$ cat src/rtl/htwd_pkg.sv
package htwd_pkg;

  localparam int IDX_W    = 9;
  localparam int LETTER_W = 8;
  localparam int DATA_W   = 40;
  localparam int OUT_W    = LETTER_W + 1;

  // slave tdata layout
  localparam int NODE_LO   = 0;
  localparam int LEFT_LO   = 9;
  localparam int RIGHT_LO  = 18;
  localparam int LEAF_POS  = 27;
  localparam int LETTER_LO = 28;
  localparam int BIT_POS   = 36;

  localparam logic KIND_LOAD = 1'b0;
  localparam logic KIND_BIT  = 1'b1;

  localparam logic REG_ROOT   = 1'b0;
  localparam logic REG_EXPECT = 1'b1;

  typedef struct packed {
    logic             we;
    logic [IDX_W-1:0] waddr;
    logic             re_a;
    logic [IDX_W-1:0] addr_a;
    logic             re_b;
    logic [IDX_W-1:0] addr_b;
  } mem_req_t;

  typedef struct packed {
    logic [IDX_W-1:0] root_index;
    logic [31:0]      letters_expected;
    logic             wr_root;
    logic             wr_expect;
  } cfg_t;

endpackage

$ cat src/rtl/htwd_out_buf.sv
module htwd_out_buf import htwd_pkg::*; (
  input  logic             clk,
  input  logic             rst,
  input  logic             push,
  input  logic [OUT_W-1:0] push_data,
  output logic             ready,
  output logic             out_valid,
  input  logic             out_ready,
  output logic [OUT_W-1:0] out_data
);

  logic             skid_valid;
  logic [OUT_W-1:0] skid_data;

  assign ready = !skid_valid;

  always_ff @(posedge clk) begin
    if (rst) begin
      out_valid  <= 1'b0;
      skid_valid <= 1'b0;
    end else if (out_ready || !out_valid) begin
      if (skid_valid) begin
        out_valid  <= 1'b1;
        skid_valid <= 1'b0;
      end else begin
        out_valid <= push;
      end
    end else if (push) begin
      skid_valid <= 1'b1;
    end
  end

  always_ff @(posedge clk) begin
    if (out_ready || !out_valid) begin
      if (skid_valid) begin
        out_data <= skid_data;
      end else if (push) begin
        out_data <= push_data;
      end
    end else if (push) begin
      skid_data <= push_data;
    end
  end

endmodule

$ cat config.mk
export PLATFORM = sky130hd
export DESIGN_NAME = htwd_out_buf
export DESIGN_NICKNAME = d
export VERILOG_FILES = /design/src/rtl/htwd_pkg.sv /design/src/rtl/htwd_out_buf.sv
export SDC_FILE = /design/constraint.sdc
export NUM_CORES = 1
export LEC_CHECK = 0
export BUFFER_PORTS_ARGS = -buffer_cell sky130_fd_sc_hd__buf_2
export CAP_MARGIN = 20
export CORE_UTILIZATION = 40
export CTS_CLUSTER_DIAMETER = 40
export CTS_CLUSTER_SIZE = 12
export DETAILED_ROUTE_END_ITERATION = 7
export GPL_TIMING_DRIVEN = 0
export PLACE_DENSITY = 0.7
export SETUP_SLACK_MARGIN = 0.1
export SYNTH_ARGS = -nofsm -noshare
export SYNTH_HDL_FRONTEND = slang
export SYNTH_SLANG_ARGS = --single-unit
$ cat constraint.sdc
create_clock -name clk -period 1.4 [get_ports clk]
set_clock_uncertainty 0.05 [all_clocks]
set_input_delay 0 -clock clk [delete_from_list [all_inputs] [get_ports clk]]
set_output_delay 0 -clock clk [all_outputs]
set_load 0.02 [all_outputs]
* After elaboration in Yosys (flattened, before gate mapping)
Index checks and enable logic that the tools add are counted.
** Cells by class
- Add/sub/neg operators :: 0
- Multipliers :: 0
- Divide/modulo/power cells :: 0
- Order comparisons :: 0
- Equality and inequality tests :: 0
- Shifts and indexed selects :: 0
- Mux-type cells :: 3
- Bitwise gates (word level) :: 1
- Reductions and logical operators :: 7
** Operators by type and width (count)
- $mux W9 :: 2
- $reduce_and A2 Y1 :: 2
- $logic_not A1 Y1 :: 2
- $reduce_bool A2 Y1 :: 1
- $reduce_or A2 Y1 :: 1
- $logic_or A1 B1 Y1 :: 1
- $mux W1 :: 1
- $not A1 Y1 :: 1
** Storage, ports and cells
- Register bits after elaboration :: 20
- Bits in latches :: 0
- RAM bits :: 0
- ROM bits :: 0
- Bits of input ports :: 13
- Output and inout bits :: 11
- Word-level logic and storage cells :: 15
- Memories :: 0

* Logic depth before layout (Yosys ltp)
- Word-level depth :: 4
- Gate-level depth with buffers :: 3

* Worst setup path after synthesis
Ideal clock, no wire load.
- Path kind :: flip-flop to flip-flop
- Start :: register skid_valid
- End :: register out_data[0] (enable)
- Arrival :: 1.058 ns
- Slack :: -0.086 ns
- Cell stages (with the launch flop) :: 4
- Cells stage by stage :: dfxtp_1 > buf_6 > nor2_1 > a21oi_1
** On the way
- Cells in the longest elaborated chain, start to end :: 2
** Ends and longest elaborated chain
- start: declaration :: line htwd_out_buf.sv:12 : logic skid_valid;
- start signal: assignment :: line htwd_out_buf.sv:20 : skid_valid <= 1'b0;
- start signal: assignment :: line htwd_out_buf.sv:24 : skid_valid <= 1'b0;
- start signal: assignment :: line htwd_out_buf.sv:29 : skid_valid <= 1'b1;
- $reduce_bool A2 Y1 (no source line)
- $reduce_and A2 Y1 (no source line)
- end signal: assignment :: line htwd_out_buf.sv:36 : out_data <= skid_data;
- end signal: assignment :: line htwd_out_buf.sv:38 : out_data <= push_data;
- end: declaration :: line htwd_out_buf.sv:9 : output logic [OUT_W-1:0] out_data
Every way passes these cells.
A chain may end at the register's enable or synchronous reset.

* Worst setup path in the final report
- Start :: register skid_valid
- End :: register out_data[8] (enable)
The elaborated chain is that of the path after synthesis.

==> flow_summary.json <==
{
  "status": "complete, no violations",
  "netSwitchingPower_w": 0.0002387,
  "cp_top_family": "flip-flops",
  "clkSinkCount": 20,
  "synth.largest_area_cell": "edfxtp_1",
  "mappedNetlistArea_um2": 762.0,
  "hold_start": "rst",
  "met2_usage_pct": 20.29,
  "hold_ws_ps": 366.0,
  "grt_max_degree": 11,
  "critPathMaxStageDelay_ps": 340,
  "drv_slew": 0,
  "combPwrFrac_pct": 14.2,
  "r2r_start": "skid_valid$_SDFFE_PP0P_",
  "crit_path_start": "skid_valid$_SDFFE_PP0P_",
  "initial_core_util_pct": 43.19,
  "ys.flop_type": "edfxtp_1",
  "syn2layout_area_growth_pct": 49.75,
  "ys_ff_latch": 20,
  "portBuffers": 23,
  "core_mm2": 0.001764,
  "route.vias.total": 468,
  "clkPwrFrac_pct": 23.6,
  "final_nets": 98,
  "critPathMaxFanout": 9,
  "synth_cell_types": 11,
  "hold_violations": 0,
  "wl_per_cell_um": 10.89,
  "yosysSeqAreaShare_pct": 76.19,
  "via_per_inst": 4.333,
  "worstSetupPathType": "flop to flop",
  "ir_drop_mv": 0.6881,
  "startpoint_type": "flop",
  "antenna_found_initial": 0,
  "synth_area_per_cell_um2": 20.05,
  "p_sw_share_pct": 21.56,
  "postRouteAntennaNets": 0,
  "final_area_mm2": 0.001141,
  "dpl_cell_area_um2": 912.1,
  "arrival_ps": 1260,
  "synth_cells": 38,
  "cap_viol_max_count": 0,
  "dieWidth_um": 45.65,
  "cp_data_required_time_ps": 1420,
  "async_reset_ff_share_pct": 0,
  "drive_above_1_share_pct": 54.22,
  "cts_root_buffer": "clkbuf_4",
  "crit_path_top_delay_cell": "dfxtp_1",
  "clk_latency_ps": 290,
  "grt.met1_usage_pct": 14.32,
  "rsz0062_at_grt": "no",
  "path_buf_inv": 2,
  "path_cells": "buf_6, nor2_1, a21oi_4, buf_12",
  "setup_viol": 0,
  "synthTopCellsByArea": "edfxtp_1, mux2_4, dfxtp_1",
  "cellPowerDensity_mw_per_mm2": 970.0,
  "max_freq_mhz": 806.5,
  "p_seq_share_pct": 62.2,
  "r2r_slack_ps": 160,
  "firstDrtPassIters": 4,
  "n_antenna_cell": 0,
  "drt-initial-drc-count": 3,
  "post-route-drc-count": 0,
  "synth_warnings": 0,
  "h-tree-depth": 1,
  "hold_path.class": "input pin to flop",
  "overflow": 0,
  "dp.cells": 86,
  "tritoncts": "built",
  "fin_util_pct": 64.68,
  "synthTopCellsByCount": "edfxtp_1, mux2_4, a21oi_1, dfxtp_1, inv_1",
  "synth_nets": 51,
  "path_clk_slew_ps": 100,
  "relSlewSlack_pct": 78.14,
  "grtUsageMet3_pct": 3.571,
  "synth_top_area_share_pct": 70.94,
  "synth_edf_count": 18,
  "fin_setup_tns_ps": 0,
  "grt_pass1_wl_um": 1738,
  "grt_use_total_pct": 12.39,
  "hpwl_um": 766.9,
  "crit_path_end_kind": "flop",
  "timing.final.crit_share_pct": 88.57,
  "dieArea_mm2": 0.002083,
  "power.leakage_nw": 0.4691,
  "worst_pin_slew_ps": 326.8,
  "internal-power_w": 0.0008682,
  "die_h_um": 45.65,
  "grt_pass1_vias": 416,
  "period_minus_slack_ps": 1240,
  "numCtsBuffers": 3,
  "fp-row-count": 15,
  "globalplace.congestion": 0.6613,
  "drt_wl_total_um": 1176,
  "final_cell_count_no_fill": 108,
  "grt_busiest_layer": "met2",
  "io_pins": 24,
  "clockBufferDepth": 2,
  "synth.most_common_cell": "edfxtp_1"
}
timing repair:
item	4_1_cts	5_1_grt
resized for setup	1	1
buffers inserted	1	6
hold endpoints to repair	20	0
hold buffers	12	0
endpoints found under the setup margin	9	18
sequential cells by signal, indices dropped and copies added, names as in the netlist:
name        flops
skid_valid      1
out_data        9
skid_data       9
out_valid       1
power by group through the flow:
| stage | registers, W | logic [W] | clock network, W |
|---|---|---|---|
| floorplan | 0.000729 | 0.0000414 | 0 |
| global placement | 0.000701 | 0.000110 | 0 |
| detailed placement | 0.000702 | 0.000113 | 0 |
| CTS | 0.000689 | 0.000150 | 0.000268 |
| global route | 0.000691 | 0.000168 | 0.000282 |
| finish | 0.000688 | 0.000157 | 0.000261 |
cells by family after synthesis:
logic type	count (synthesis)	synth area share (%)
and+or+nand+nor	4	2.791
muxes	9	17.24
buffers and inverters	3	2.463
AOI/OAI and AO/OA	2	1.314
DFF	20	76.19
final timing paths:
kind         cells past startpoint                 endpoint
min                              3  skid_valid$_SDFFE_PP0P_
max reg2reg                      4    out_data[8]$_DFFE_PP_
min reg2reg                      2  skid_valid$_SDFFE_PP0P_
max                              4    out_data[8]$_DFFE_PP_
stage by stage:
stage | setup WS [ps] | power (W)
after floorplan | 126.4 | 0.0007701
after global placement | -31.18 | 0.0008114
after detailed placement | -49.41 | 0.0008150
after CTS | 129.1 | 0.001107
after global routing | 115.6 | 0.001141
final | 160.0 | 0.001107
area by class of cell:
cell class | count | area (um2)
Timing Repair Buffer | 42 | 312.8
Fill cell | 142 | 623.1
Sequential cell | 20 | 580.6
Tap cell | 25 | 31.28
Buffer | 1 | 11.26
Clock buffer | 3 | 22.52
Multi-Input combinational cell | 15 | 175.2
Inverter | 2 | 7.507
routing by layer:
metal | share of wire (%) | vias to the layer above
met5 | 0 | -
met3 | 3.6 | 2
li1 | - | 236
met1 | 47 | 214
met2 | 48 | 16
met4 | 1.8 | 0
placed cells by master, fill, tap and decap left out, drive strengths merged:
| cell type | n |
|---|---|
| inv | 2 |
| mux2 | 9 |
| nor2 | 1 |
| dlygate4sd3 | 12 |
| clkbuf | 3 |
| a21oi | 2 |
| and3 | 1 |
| edfxtp | 18 |
| buf | 31 |
| dfxtp | 2 |
| nand2b | 1 |
| nor3 | 1 |
tightest hold or removal path: stages:
cell           delay (ps)
dlygate4sd3_1         520
buf_2                 110
nor3_1                 40
Note: power is estimated with default switching activity, not from simulation.
