==> config.mk <==
export PLATFORM = sky130hd
export DESIGN_NAME = htwd_walk
export DESIGN_NICKNAME = d
export VERILOG_FILES = /design/src/rtl/htwd_pkg.sv /design/src/rtl/htwd_walk.sv
export SDC_FILE = /design/constraint.sdc
export NUM_CORES = 1
export LEC_CHECK = 0
export BUFFER_PORTS_ARGS = -buffer_cell sky130_fd_sc_hd__buf_2
export CAP_MARGIN = 20
export CORE_ASPECT_RATIO = 0.7
export CORE_MARGIN = 2
export CORE_UTILIZATION = 30
export DETAILED_ROUTE_END_ITERATION = 8
export GPL_TIMING_DRIVEN = 0
export HOLD_SLACK_MARGIN = 0.03
export MAX_ROUTING_LAYER = met4
export PLACE_DENSITY = 0.59
export SLEW_MARGIN = 20
export SYNTH_ARGS = -nofsm -noshare
export SYNTH_HDL_FRONTEND = slang
export SYNTH_SLANG_ARGS = --single-unit
export TNS_END_PERCENT = 30
==> constraint.sdc <==
create_clock -name clk -period 4.2 [get_ports clk]
set_input_delay 0.21 -clock clk [delete_from_list [all_inputs] [get_ports clk]]
set_output_delay 0.21 -clock clk [all_outputs]
set_load 0.01 [all_outputs]
==> src/rtl/htwd_pkg.sv <==
package htwd_pkg;

  localparam int IDX_W    = 9;
  localparam int LETTER_W = 8;
  localparam int DATA_W   = 40;
  localparam int OUT_W    = LETTER_W + 1;

  // slave tdata layout
  localparam int NODE_LO   = 0;
  localparam int LEFT_LO   = 9;
  localparam int RIGHT_LO  = 18;
  localparam int LEAF_POS  = 27;
  localparam int LETTER_LO = 28;
  localparam int BIT_POS   = 36;

  localparam logic KIND_LOAD = 1'b0;
  localparam logic KIND_BIT  = 1'b1;

  localparam logic REG_ROOT   = 1'b0;
  localparam logic REG_EXPECT = 1'b1;

  typedef struct packed {
    logic             we;
    logic [IDX_W-1:0] waddr;
    logic             re_a;
    logic [IDX_W-1:0] addr_a;
    logic             re_b;
    logic [IDX_W-1:0] addr_b;
  } mem_req_t;

  typedef struct packed {
    logic [IDX_W-1:0] root_index;
    logic [31:0]      letters_expected;
    logic             wr_root;
    logic             wr_expect;
  } cfg_t;

endpackage

==> src/rtl/htwd_walk.sv <==
module htwd_walk import htwd_pkg::*; #(
  parameter int NODE_COUNT  = 512,
  parameter int LETTER_BITS = 8,
  parameter int EW          = 2 * IDX_W + 1 + LETTER_BITS
) (
  input  logic              clk,
  input  logic              rst,
  input  cfg_t              cfg,
  input  logic              in_valid,
  output logic              in_ready,
  input  logic              in_kind,
  input  logic [DATA_W-1:0] in_data,
  input  logic              buf_ready,
  output logic              push,
  output logic [OUT_W-1:0]  push_data,
  output mem_req_t          mreq,
  output logic [EW-1:0]     mwdata,
  input  logic [EW-1:0]     rd_a,
  input  logic [EW-1:0]     rd_b
);

  localparam int L_LO  = 0;
  localparam int R_LO  = IDX_W;
  localparam int LF    = 2 * IDX_W;
  localparam int LT_LO = 2 * IDX_W + 1;

  localparam logic [1:0] RF_IDLE  = 2'd0;
  localparam logic [1:0] RF_NODE  = 2'd1;
  localparam logic [1:0] RF_ROOTC = 2'd2;
  localparam logic [1:0] RF_CURC  = 2'd3;

  logic [1:0]       rf_state;
  logic             at_root;
  logic [IDX_W-1:0] cur_idx;
  logic [31:0]      done;
  logic [EW-1:0]    root_ent;
  logic [EW-1:0]    root_l;
  logic [EW-1:0]    root_r;
  logic [EW-1:0]    cur_ent;

  logic             acc;
  logic [IDX_W-1:0] node_index;
  logic             code_bit;
  logic             load_we;
  logic             load_hit;
  logic             padding;
  logic             bit_acc;
  logic [EW-1:0]    eff_ent;
  logic [EW-1:0]    ch_ent;
  logic [IDX_W-1:0] ch_idx;
  logic             emit;
  logic             descend;
  logic [31:0]      done_inc;
  logic [LETTER_BITS-1:0] emit_letter;

  assign in_ready   = (rf_state == RF_IDLE) && buf_ready;
  assign acc        = in_valid && in_ready;
  assign node_index = in_data[NODE_LO +: IDX_W];
  assign code_bit   = in_data[BIT_POS];

  assign mwdata = {LETTER_BITS'(in_data[LETTER_LO +: LETTER_W]), in_data[LEAF_POS],
                   in_data[RIGHT_LO +: IDX_W], in_data[LEFT_LO +: IDX_W]};

  assign load_we  = acc && in_kind == KIND_LOAD && 32'(node_index) < NODE_COUNT;
  assign load_hit = load_we &&
                    (node_index == cfg.root_index || (!at_root && node_index == cur_idx));

  assign padding  = cfg.letters_expected != 32'd0 && done >= cfg.letters_expected;
  assign bit_acc  = acc && in_kind == KIND_BIT && !padding;

  assign eff_ent = at_root ? root_ent : cur_ent;
  assign ch_ent  = code_bit ? (at_root ? root_r : rd_b) : (at_root ? root_l : rd_a);
  assign ch_idx  = code_bit ? eff_ent[R_LO +: IDX_W] : eff_ent[L_LO +: IDX_W];

  assign emit        = bit_acc && (eff_ent[LF] || ch_ent[LF]);
  assign descend     = bit_acc && !eff_ent[LF] && !ch_ent[LF];
  assign emit_letter = eff_ent[LF] ? eff_ent[LT_LO +: LETTER_BITS]
                                   : ch_ent[LT_LO +: LETTER_BITS];
  assign done_inc    = done + 32'd1;

  assign push      = emit;
  assign push_data = {cfg.letters_expected != 32'd0 && done_inc == cfg.letters_expected,
                      LETTER_W'(emit_letter)};

  always_comb begin
    mreq       = '0;
    mreq.we    = load_we;
    mreq.waddr = node_index;
    unique case (rf_state)
      RF_IDLE: begin
        mreq.re_a   = descend;
        mreq.addr_a = ch_ent[L_LO +: IDX_W];
        mreq.re_b   = descend;
        mreq.addr_b = ch_ent[R_LO +: IDX_W];
      end
      RF_NODE: begin
        mreq.re_a   = 1'b1;
        mreq.addr_a = cfg.root_index;
        mreq.re_b   = 1'b1;
        mreq.addr_b = cur_idx;
      end
      RF_ROOTC: begin
        mreq.re_a   = 1'b1;
        mreq.addr_a = rd_a[L_LO +: IDX_W];
        mreq.re_b   = 1'b1;
        mreq.addr_b = rd_a[R_LO +: IDX_W];
      end
      RF_CURC: begin
        mreq.re_a   = 1'b1;
        mreq.addr_a = cur_ent[L_LO +: IDX_W];
        mreq.re_b   = 1'b1;
        mreq.addr_b = cur_ent[R_LO +: IDX_W];
      end
      default: begin
        mreq.re_a = 1'b0;
      end
    endcase
  end

  always_ff @(posedge clk) begin
    if (rst) begin
      rf_state <= RF_NODE;
      at_root  <= 1'b1;
      cur_idx  <= '0;
      done     <= '0;
    end else begin
      if (cfg.wr_root) begin
        rf_state <= RF_NODE;
      end else begin
        unique case (rf_state)
          RF_IDLE:  rf_state <= load_hit ? RF_NODE : RF_IDLE;
          RF_NODE:  rf_state <= RF_ROOTC;
          RF_ROOTC: rf_state <= RF_CURC;
          RF_CURC:  rf_state <= RF_IDLE;
          default:  rf_state <= RF_NODE;
        endcase
      end
      if (cfg.wr_root || emit) begin
        at_root <= 1'b1;
      end else if (descend) begin
        at_root <= 1'b0;
      end
      if (descend) begin
        cur_idx <= ch_idx;
      end
      if (cfg.wr_expect) begin
        done <= '0;
      end else if (emit) begin
        done <= done_inc;
      end
    end
  end

  always_ff @(posedge clk) begin
    if (rf_state == RF_ROOTC) begin
      root_ent <= rd_a;
      cur_ent  <= rd_b;
    end else if (descend) begin
      cur_ent <= ch_ent;
    end
    if (rf_state == RF_CURC) begin
      root_l <= rd_a;
      root_r <= rd_b;
    end else if (load_we) begin
      if (node_index == root_ent[L_LO +: IDX_W]) begin
        root_l <= mwdata;
      end
      if (node_index == root_ent[R_LO +: IDX_W]) begin
        root_r <= mwdata;
      end
    end
  end

  a_no_rw_overlap: assert property (@(posedge clk) disable iff (rst)
    !(mreq.we && (mreq.re_a || mreq.re_b)))
    else $error("node table read and written in the same cycle");

  a_descend_leaves_root: assert property (@(posedge clk) disable iff (rst)
    descend && !cfg.wr_root |=> !at_root && !eff_ent[LF])
    else $error("walk moved onto a leaf");

  a_emit_returns: assert property (@(posedge clk) disable iff (rst)
    emit |=> at_root)
    else $error("walk did not return to root after a letter");

  a_no_emit_past_count: assert property (@(posedge clk) disable iff (rst)
    emit |-> cfg.letters_expected == 32'd0 || done < cfg.letters_expected)
    else $error("letter emitted after the expected count");

  a_refetch_done: assert property (@(posedge clk) disable iff (rst)
    rf_state == RF_CURC && !cfg.wr_root |=> rf_state == RF_IDLE)
    else $error("refetch sequence did not finish");

endmodule

## Yosys cells after proc, flatten, opt, wreduce, memory -nomap -nowiden

Index checks and enable logic that the tools add are counted.

- $add $sub $neg: 1
- Magnitude comparators: 1
- Equal/unequal tests: 8
- Mux-type cells: 17
- Bitwise logic cells: 1
- Reduce and logical (&&, ||, !) cells: 30

Operators by type and width:

| operator | number |
|---|---|
| 27-bit 2-to-1 mux | 12 |
| 20-bit one-hot mux with 4 select lines | 1 |
| 9-bit == test | 4 |
| 32-bit by 1-bit adder with 32-bit output, second input constant | 1 |
| 32-bit == test | 1 |
| 32-bit greater-or-equal comparator | 1 |
| 32-bit nonzero test | 1 |
| 1-bit logical AND | 12 |
| 9-bit 2-to-1 mux | 1 |
| 8-bit 2-to-1 mux | 1 |
| 2-bit one-hot mux with 4 select lines | 1 |
| 2-bit nonzero test | 4 |
| 2-bit OR reduction | 3 |
| 2-bit == test, second input constant | 2 |
| 1-bit logical NOT | 4 |
| 2-bit AND reduction | 2 |
| 1-bit logical OR | 3 |
| 2-bit by 1-bit == test with 1-bit output, second input constant | 1 |
| 2-bit logical NOT | 1 |
| 1-bit 2-to-1 mux | 1 |
| 1-bit inverter | 1 |

- Register bits: 152
- Output and inout bits: 68

## Longest topological paths before layout

Gate-level depths: netlist of run 1.

- Depth after elaboration: 9
- Gate-level depth with buffers: 11

## Least setup slack after synthesis of run 1

Ideal clock, no wire load.

- Kind: register -> register
- Start: register rf_state[0]
- End: register cur_ent[0] (enable)
- Arrival time: 2.585 ns
- Data required time: 3.812 ns
- Slack: 1.227 ns
- Cell stages (with the launch flop): 6
- Buffers on the path: 2
- Period minus slack after synthesis: 2.973 ns
- Cells stage by stage: dfxtp_1 > inv_1 > ha_1 > clkbuf_1 > clkbuf_1 > nand2b_1

- Cells in the longest elaborated chain, start to end: 8
- Elaborated cells on any way between the ends: 9
- Classes of those cells: 1 x eq/ne; 8 x reduce/logical

Ends and longest elaborated chain:

| item | RTL line | RTL |
|---|---|---|
| start, declared | htwd_walk.sv:32 | `logic [1:0] rf_state;` |
| start signal, assigned | htwd_walk.sv:131 | `RF_IDLE: rf_state <= load_hit ? RF_NODE : RF_IDLE;` |
| 2-bit logical NOT | htwd_walk.sv:56 | `assign in_ready = (rf_state == RF_IDLE) && buf_ready;` |
| 1-bit logical AND | htwd_walk.sv:56 |  |
| 1-bit logical AND | htwd_walk.sv:57 | `assign acc = in_valid && in_ready;` |
| 1-bit logical AND (2 in series) | htwd_walk.sv:69 | `assign bit_acc = acc && in_kind == KIND_BIT && !padding;` |
| 1-bit logical AND (2 in series) | htwd_walk.sv:76 | `assign descend = bit_acc && !eff_ent[LF] && !ch_ent[LF];` |
| 2-bit nonzero test (no source line) (*) | - |  |
| end signal, assigned | htwd_walk.sv:157 | `cur_ent <= rd_b;` |
| end signal, assigned | htwd_walk.sv:159 | `cur_ent <= ch_ent;` |
| end, declared | htwd_walk.sv:39 | `logic [EW-1:0] cur_ent;` |

Every way passes the cells marked *; elsewhere a longest branch is shown, timed or not.
A chain may end at the register's enable or synchronous reset.

## Worst setup path in the final report of run 1

- Start: register done[1]
- End: output push_data[8]

- Cells in the longest elaborated chain, start to end: 3

Ends and longest elaborated chain:

| item | RTL line | RTL |
|---|---|---|
| start, declared | htwd_walk.sv:35 | `logic [31:0] done;` |
| start signal, assigned | htwd_walk.sv:149 | `done <= done_inc;` |
| 32-bit by 1-bit adder with 32-bit output | htwd_walk.sv:79 | `assign done_inc = done + 32'd1;` |
| 32-bit == test | htwd_walk.sv:82 | `assign push_data = {cfg.letters_expected != 32'd0 && done_inc == cfg.letters_expected,` |
| 1-bit logical AND | htwd_walk.sv:82 |  |
| end, declared | htwd_walk.sv:15 | `output logic [OUT_W-1:0] push_data,` |

Every way passes these cells.

==> results.cfg, run 1 <==
[routing]
drc_errors = 0
avgViaCountPerCell = 5.133
dr.pass1.iters = 6
num_vias = 8695
routedWlPerCell_um = 19.63
drt_iter0_markers = 1108
postRouteAntennaNets = 0
drt_wl_total_um = 33250

[placed_design]
gp_congestion = 0.8772
dp.cells = 1634
dp_slack_ps = 611.8
placed_area_sq_mm = 0.01165
port_buffers = 201
hpwl_um = 25050

[timing]
setup_tns_ps = 0
max_freq_ghz = 0.2591
slew_viol_final = 0
finalCriticalPeriod_ps = 3859
rsz0062_at_grt = no
relSlewSlack_pct = 30.90
worstMarginPinSlew_ps = 1036
finalSetupViolations = 0
hold_viol_final = 0
fin_skew_ps = 16.55
fin_ws_ps = 341.2
finalCritPeriodShare_pct = 91.88

[logic_synthesis]
syn-num-nets = 1176
synth_area_per_cell_sq_um = 10.09
synth_edf_count = 108
yosys-top-cells-area = edfxtp_1 (32%), dfxtp_1 (8.8%), mux4_2 (8.1%)
synthFlopType = edfxtp_1
syn_area_sq_mm = 0.01005
synth_seq_cells = 152
synth_top_cell_by_area = edfxtp_1
synthArstFlopShare_pct = 0
yosys_warnings = 0
yosysTopAreaCellShare_pct = 32.28
synth_commonest_cells = nand2_1 (154), edfxtp_1 (108), nor2_1 (75)
yosys.cell_count.top_type = nand2_1
syn_inst = 996
synth.distinct_cells = 57
yosysSeqAreaShare_pct = 41.05

[final_layout]
finalNetCount = 1424
layout.cells.non_filler = 1694
area_delta_synth_final_pct = 24.56
design_area_sq_mm = 0.01251
post_route_cells_drive_above_1_share_pct = 28.48

[global_route]
grt_pass1_wl_um = 49600
first_global_vias = 8125
grt_max_degree = 28
overflow = 0
antenna_found_initial = 1
track_usage_pct = 19.44

[hold_path]
hp-start = rd_a[2]
min_to = root_ent[2]
hp-class = input pin to flop
worstHoldPathCells = 1

[floorplan]
dieWidth_um = 222.7
dieArea_sq_mm = 0.03499
initial_core_util_pct = 30.25
std_cell_rows = 56
ios = 210
die_h_um = 157.1
core_sq_mm = 0.03321

[clocking]
clk_pin_slew_worst_paths_ps = 70
cts_sinks = 152
cts-root-buf = clkbuf_16
htreeDepth = 4
cts_inserted_buffers = 17
clkLatencyLatePin_ps = 450
clk_path_buf_depth = 2
postCtsSetupRepairBufs = 0
tritoncts = done

[worst_setup_path]
cp_cell_sequence = ha_1, nand3_1, nor4_4, and3_1, clkbuf_1, and3_1, clkbuf_1, nand2_1, o211ai_1, o211ai_1, a221oi_2, buf_2
startpoint_type = flop
critical_path_class = flop to output pin
ff2ff_setup_slack_ps = 780
critical_path_required_ps = 3990
r2r-start = done[1]
worstRegToRegCells = 10
worstReg2RegEnd = done[20]
end_kind = output pin
crit_arrival_ps = 3650
path_max_fanout = 10
cpPeakStageDelay_ps = 580
critPathSlowestCell = nor4_4

[status]
status = complete, no violations

[power_and_ir_drop]
power.density_mw_per_mm2 = 306.7
leakage_uw = 0.005149
p_total_uw = 3838
ir_drop_mv = 0.2816

[flow_run]
max_cap_viol_count = 0
## flip-flops by register name, indices dropped and copies added (netlist names)
register,cells
root_r,27
cur_ent,27
at_root,1
root_ent,27
done,32
cur_idx,9
rf_state,2
root_l,27
## worst max-delay path by stage
| stage | cells after the start | slack (ps) | startpoint | endpoint |
|---|---|---|---|---|
| after CTS | 11 | 190 | done[21] | mreq[19] |
| after detailed placement | 13 | 610 | cfg[20] | mreq[19] |
| after floorplan | 5 | 1230 | rf_state[0] | cur_ent[0] |
| after global routing | 12 | 10 | done[0] | push_data[8] |
| final | 12 | 340 | done[1] | push_data[8] |
| after global placement | 5 | -430 | rf_state[0] | cur_ent[12] |
## stage by stage
stage          hold WS (ps)  utilization [%]
6_report              66.88            37.68
5_1_grt               54.55            37.67
4_1_cts               31.19            37.66
3_5_place_dp          423.1            35.08
3_3_place_gp          421.3            34.92
2_1_floorplan         308.9                -
## placed cells by master (no fill, tap or decap), types with 4 or more instances in the layout
cell type	count
dfxtp_1	44
o211ai_1	5
nor4_1	16
nor2_1	75
mux2i_1	21
clkbuf_1	46
nor3_1	6
and3_1	9
nor2b_1	4
and2_1	4
buf_4	41
nand2_1	154
edfxtp_1	108
mux2_2	27
xor2_1	50
clkbuf_16	17
nand3_1	16
inv_8	5
a21oi_1	33
dlygate4sd3_1	26
a31oi_1	5
o21ai_0	25
buf_1	5
mux4_2	36
a222oi_1	18
buf_2	204
ha_1	37
a21o_1	4
xnor2_1	57
inv_1	40
nand4_1	30
clkinv_8	4
nand2b_1	31
## routing by layer
| layer | GRT usage (%) | part of all wire (%) | up-vias |
|---|---|---|---|
| li1 | - | - | 4052 |
| met1 | 28.41 | 47 | 4235 |
| met2 | 27.50 | 43 | 386 |
| met3 | 3.995 | 9.1 | 22 |
| met4 | 4.059 | 0.85 | 0 |
| met5 | - | 0 | - |
## worst max-delay path, delay by kind of cell, from the launching register on
kind                       cells  cell delay, ps
DFF                            1             400
buffers and inverters          3             640
adders and majority gates      1             270
and+or+nand+nor                5            1340
AOI/OAI and AO/OA              3             540
## cells by family after synthesis
group / synth area share, %
AND/OR/NAND/NOR: 17.34
flip-flops: 41.05
buffers and inverters: 6.688
AO/OA/AOI/OAI: 7.672
XOR/XNOR: 9.329
multiplexers: 13.19
adder cells (fa/ha/maj): 4.733
## where the power goes
part / leakage [uW] / switching, uW / total [uW] / internal [uW]
Combinational: 0.00353 / 344 / 605 / 261
Sequential: 0.00134 / 12.6 / 1670 / 1660
Clock: 0.000281 / 761 / 1560 / 801
Total: 0.00515 / 1120 / 3840 / 2720
## cell type report
class,instances,area (sq um)
fillers,3410,20700
clock buffers,17,425.4
diodes,2,5.005
clock inverters,15,170.2
inverters,41,153.9
well taps,435,544.3
flip-flops and latches,152,4124
multi-input cells,707,5258
repair buffers,229,1314
plain buffers,96,519.2
## what timing repair did
item / 4_1_cts / 5_1_grt
hold endpoints to repair: 27 / 0
endpoints found under the setup margin: 0 / 1
gates resized for setup: 0 / 1
hold buffers: 26 / 0
No activity file was read; power rests on OpenSTA's default activity.
==> run 2: changes to the inputs <==
Settings changed: CTS_BUF_LIST set to sky130_fd_sc_hd__clkbuf_8.
==> run 2 against run 1 <==
  * Sequential cell count unchanged
  * Critical path depth unchanged
  * Highest routed layer unchanged
  * Hold slack worse by 12 ps
  * Setup slack worse by 68 ps
  * Non-clock buffer count up 60
  * Wire length up 2.1%
==> results.cfg, run 2 (synthesis results as in run 1) <==
[status]
status = complete, no violations

[clocking]
cts_sinks = 152
cts_inserted_buffers = 17
cts-root-buf = clkbuf_8
clkLatencyLatePin_ps = 510
postCtsSetupRepairBufs = 0
tritoncts = done
clk_pin_slew_worst_paths_ps = 120
clk_path_buf_depth = 2
htreeDepth = 4

[hold_path]
hp-class = input pin to flop

[timing]
worstMarginPinSlew_ps = 1042
fin_ws_ps = 273.5
rsz0062_at_grt = yes
hold_viol_final = 0
fin_skew_ps = 29.52
slew_viol_final = 0
finalCriticalPeriod_ps = 3927
finalCritPeriodShare_pct = 93.49
hold_ws_ps = 55.35
setup_tns_ps = 0
max_freq_ghz = 0.2547
finalSetupViolations = 0
relSlewSlack_pct = 30.54

[placed_design]
gp_congestion = 0.8772
dp_slack_ps = 611.8
port_buffers = 201
hpwl_um = 25050

[power_and_ir_drop]
p_clk_share_pct = 33.7
pwr-share-comb_pct = 18.8
leakage_uw = 0.005314
p_sw_uw = 1099
power.density_mw_per_mm2 = 271.7
ir_drop_mv = 0.2251
p_total_uw = 3511
swShare_pct = 31.30
internal_power_uw = 2412
pwr-share-seq_pct = 47.6

[global_route]
grt_busiest_layer = met1
grt_max_degree = 28
grt_pass1_wl_um = 50820
track_usage_pct = 19.88
first_global_vias = 8494
antenna_found_initial = 1
overflow = 0
use_met3_pct = 4.331
met2_usage_pct = 28.23
use_met1_pct = 28.51

[routing]
avgViaCountPerCell = 5.113
num_vias = 8968
drt_wl_total_um = 33930
postRouteAntennaNets = 0
drt_iter0_markers = 915
dr.pass1.iters = 5
routedWlPerCell_um = 19.35
drc_errors = 0

[final_layout]
multi_input_area_sq_mm = 0.005258
finalNetCount = 1484
area_delta_synth_final_pct = 28.63
final_common_cell = buf_2
post_route_cells_drive_above_1_share_pct = 27.18
layout_common_cells = buf_2 (204), nand2_1 (154), edfxtp_1 (108)
largest_reg_flops = 32
fillers = 3332
top_register = done
regArea_sq_mm = 0.004124

[floorplan]
die_h_um = 157.1
dieArea_sq_mm = 0.03499
core_sq_mm = 0.03321
std_cell_rows = 56
ios = 210
dieWidth_um = 222.7
initial_core_util_pct = 30.25

[worst_setup_path]
end_kind = output pin
worstSetupEndpoint = push_data[8]
worstReg2RegEnd = done[21]
crit_arrival_ps = 3720
path_max_fanout = 10
critical_path_required_ps = 3990
r2r-start = done[1]
startpoint = done[1]
worstRegToRegCells = 10
startpoint_type = flop
ff2ff_setup_slack_ps = 750
critical_path_class = flop to output pin

[flow_run]
max_cap_viol_count = 0
==> run 2: cell count changes in the layout (fill, tap and decap cells not counted), sizes merged <==
cell,previous run,this run
dlygate4sd3,26,86
==> run 2: per-stage QoR <==
| step | utilization, % | instances | cell area, sq um |
|---|---|---|---|
| floorplan | - | 996 | 10050 |
| global placement | 34.92 | 1632 | 11600 |
| detailed placement | 35.08 | 1634 | 11650 |
| CTS | 38.89 | 1752 | 12920 |
| global route | 38.90 | 1753 | 12920 |
| finish | 38.91 | 1754 | 12920 |
==> run 2: metal layers <==
metal	vias up	routed length, um
met2	425	14710
met1	4342	15660
li1	4168	-
met5	-	0
met4	0	420
met3	33	3140
==> run 2: worst min path at each step <==
| stage | start | to | slack (ps) | depth (start not counted) |
|---|---|---|---|---|
| 2_1_floorplan | rd_a[0] | root_ent[0] | 310 | 0 |
| 3_3_place_gp | rd_a[18] | root_ent[18] | 420 | 1 |
| 3_5_place_dp | rd_a[18] | root_ent[18] | 420 | 1 |
| 4_1_cts | rd_b[2] | root_r[2] | 30 | 3 |
| 5_1_grt | in_data[23] | root_l[14] | 50 | 3 |
| 6_report | in_data[23] | root_l[14] | 60 | 3 |
==> run 2: worst max-delay path, stage by stage, from the launching register on <==
cell and delay, ps:
dfxtp_1 410, ha_1 270, nand3_1 230, nor4_4 580, and3_1 250, clkbuf_1 230, and3_1 210, clkbuf_1 240
nand2_1 80, o211ai_1 100, o211ai_1 130, a221oi_2 320, buf_2 180
==> run 2: layout make-up <==
cell class | instances | area share [%]
sequential | 152 | 31.91
buffer | 96 | 4.018
tap | 435 | 4.212
inverter | 41 | 1.191
clock inverter | 15 | 1.317
timing repair buffer | 289 | 14.81
antenna | 2 | 0.03873
multi-input combinational | 707 | 40.69
clock buffer | 17 | 1.811
==> run 2: power groups by stage <==
stage / sequential [uW] / clock [uW] / combinational [uW]
after floorplan: 1700 / 0 / 318
after global placement: 1700 / 0 / 573
after detailed placement: 1700 / 0 / 580
after CTS: 1670 / 1190 / 654
after global routing: 1670 / 1250 / 715
final: 1670 / 1180 / 659
==> run 2: what timing repair did <==
item | 4_1_cts | 5_1_grt
hold buffers | 86 | 0
resized for setup | 0 | 1
endpoints found under the hold margin | 84 | 0
endpoints found under the setup margin | 0 | 2
==> run 3: changes to the inputs <==
Settings changed: PLACE_DENSITY 0.59 to not set, PLACE_DENSITY_LB_ADDON set to 0.3.
==> run 3 against run 2 <==
  * Maximum frequency is 0.76% higher
  * Count of clock-buffer cells in the layout stayed put
  * Critical path depth is 1 lower
  * Combinational power is 0.6% higher
  * Wire length is 0.39% lower
  * Clock skew is 8.2 ps lower
  * Die area stayed put
  * Critical path type unchanged
  * Critical endpoint unchanged
  * Largest power group unchanged
==> results.cfg, run 3 (synthesis results as in run 1) <==
[status]
status = complete, no violations

[global_route]
antenna_found_initial = 2
track_usage_pct = 19.90
first_global_vias = 8524
grt_max_degree = 28
overflow = 0
grt_pass1_wl_um = 50540

[final_layout]
finalNetCount = 1490
area_delta_synth_final_pct = 28.77
final_common_cell = buf_2
largest_reg_flops = 32
top_register = done
post_route_cells_drive_above_1_share_pct = 27.16
fillers = 3354
postLayoutCoreUtil_pct = 38.95
regArea_sq_mm = 0.004124
layout_common_cells = buf_2 (204), nand2_1 (154), edfxtp_1 (108)
multi_input_area_sq_mm = 0.005258

[floorplan]
dieWidth_um = 222.7
std_cell_rows = 56
dieArea_sq_mm = 0.03499
initial_core_util_pct = 30.25
core_sq_mm = 0.03321
die_h_um = 157.1
ios = 210

[routing]
avgViaCountPerCell = 5.011
num_vias = 8815
dr.pass1.iters = 6
drt_iter0_markers = 918
drc_errors = 0
routedWlPerCell_um = 19.21
drt_wl_total_um = 33800
postRouteAntennaNets = 0

[worst_setup_path]
worstReg2RegEnd = done[21]
critical_path_class = flop to output pin
critical_path_required_ps = 3990
end_kind = output pin
path_max_fanout = 6
r2r-start = done[25]
ff2ff_setup_slack_ps = 780
startpoint_type = flop
crit_arrival_ps = 3690
worstRegToRegCells = 10

[timing]
fin_skew_ps = 21.29
finalCriticalPeriod_ps = 3897
fin_ws_ps = 303.2
hold_viol_final = 0
rsz0062_at_grt = no
relSlewSlack_pct = 35.18
worstMarginPinSlew_ps = 972.3
max_freq_ghz = 0.2566
finalSetupViolations = 0
slew_viol_final = 0
hold_ws_ps = 70.53
finalCritPeriodShare_pct = 92.78

[clocking]
cts-root-buf = clkbuf_8
clk_pin_slew_worst_paths_ps = 90
cts_sinks = 152
clk_path_buf_depth = 2
htreeDepth = 4
clkLatencyLatePin_ps = 490
cts_inserted_buffers = 17
tritoncts = done

[power_and_ir_drop]
power.density_mw_per_mm2 = 264.9
p_total_uw = 3427
ir_drop_mv = 0.1662
leakage_uw = 0.005334

[hold_path]
hp-start = in_data[20]
min_to = root_r[11]
hp-class = input pin to flop
worstHoldPathCells = 3

[placed_design]
port_buffers = 201
gp_congestion = 0.8738
dp_slack_ps = 624.3
hpwl_um = 25100

[flow_run]
max_cap_viol_count = 0
run 3: changes by cell type in the layout (fill, tap and decap cells not counted), sizes merged:
cell	delta
clkinvlp	-2
dlygate4sd3	+1
buf	+5
clkinv	+4
bufinv	+1
inv	-4
run 3: area by class of cell:
class | count | share of cell area [%]
Sequential cell | 152 | 31.88
Clock buffer | 17 | 1.809
Inverter | 41 | 1.190
Tap cell | 435 | 4.207
Clock inverter | 14 | 0.9575
Timing Repair Buffer | 295 | 15.26
Buffer | 96 | 4.014
Antenna cell | 2 | 0.03869
Multi-Input combinational cell | 707 | 40.64
run 3: metrics by stage:
| step | instances | instance area, sq um | TNS, ps |
|---|---|---|---|
| 3_3_place_gp | 1632 | 11600 | -12930 |
| 4_1_cts | 1753 | 12900 | 0 |
| 6_report | 1759 | 12940 | 0 |
| 3_5_place_dp | 1635 | 11670 | 0 |
| 2_1_floorplan | 996 | 10050 | 0 |
| 5_1_grt | 1759 | 12940 | 0 |
run 3: where the power goes:
part | internal (uW) | switching, uW | leakage (uW)
logic | 307 | 356 | 0.00381
clock network | 468 | 627 | 0.000180
registers | 1660 | 12.6 | 0.00134
total | 2430 | 995 | 0.00533
run 3: how the worst max path moves through the flow:
stage                start  cells after the start      endpoint  slack, ps
2_1_floorplan  rf_state[0]                      5    cur_ent[0]       1230
3_3_place_gp   rf_state[0]                      5    cur_ent[3]       -480
3_5_place_dp       cfg[33]                     13      mreq[19]        620
4_1_cts            done[0]                     11  push_data[8]        110
5_1_grt            done[0]                     11  push_data[8]         20
6_report           done[0]                     11  push_data[8]        300
run 3: timing repair:
item	CTS	global route
setup endpoints to repair	0	2
setup buffers	0	4
hold buffers	87	0
gates resized for setup	0	1
endpoints found under the hold margin	91	0
run 3: routing by layer:
layer	wire length (um)	vias up	GRT usage (%)
li1	-	4177	-
met1	15720	4282	27.53
met2	15080	321	29.84
met3	2586	35	4.424
met4	412	0	4.283
met5	0	-	-
run 3: critical path, stage by stage (launching register included):
cell	delay (ps)
dfxtp_1	420
ha_1	290
nand3_1	230
nor4_4	470
and3_1	220
clkbuf_1	240
xnor2_1	200
o211ai_1	190
nor4b_2	370
nand4_1	210
a221oi_2	210
buf_2	170
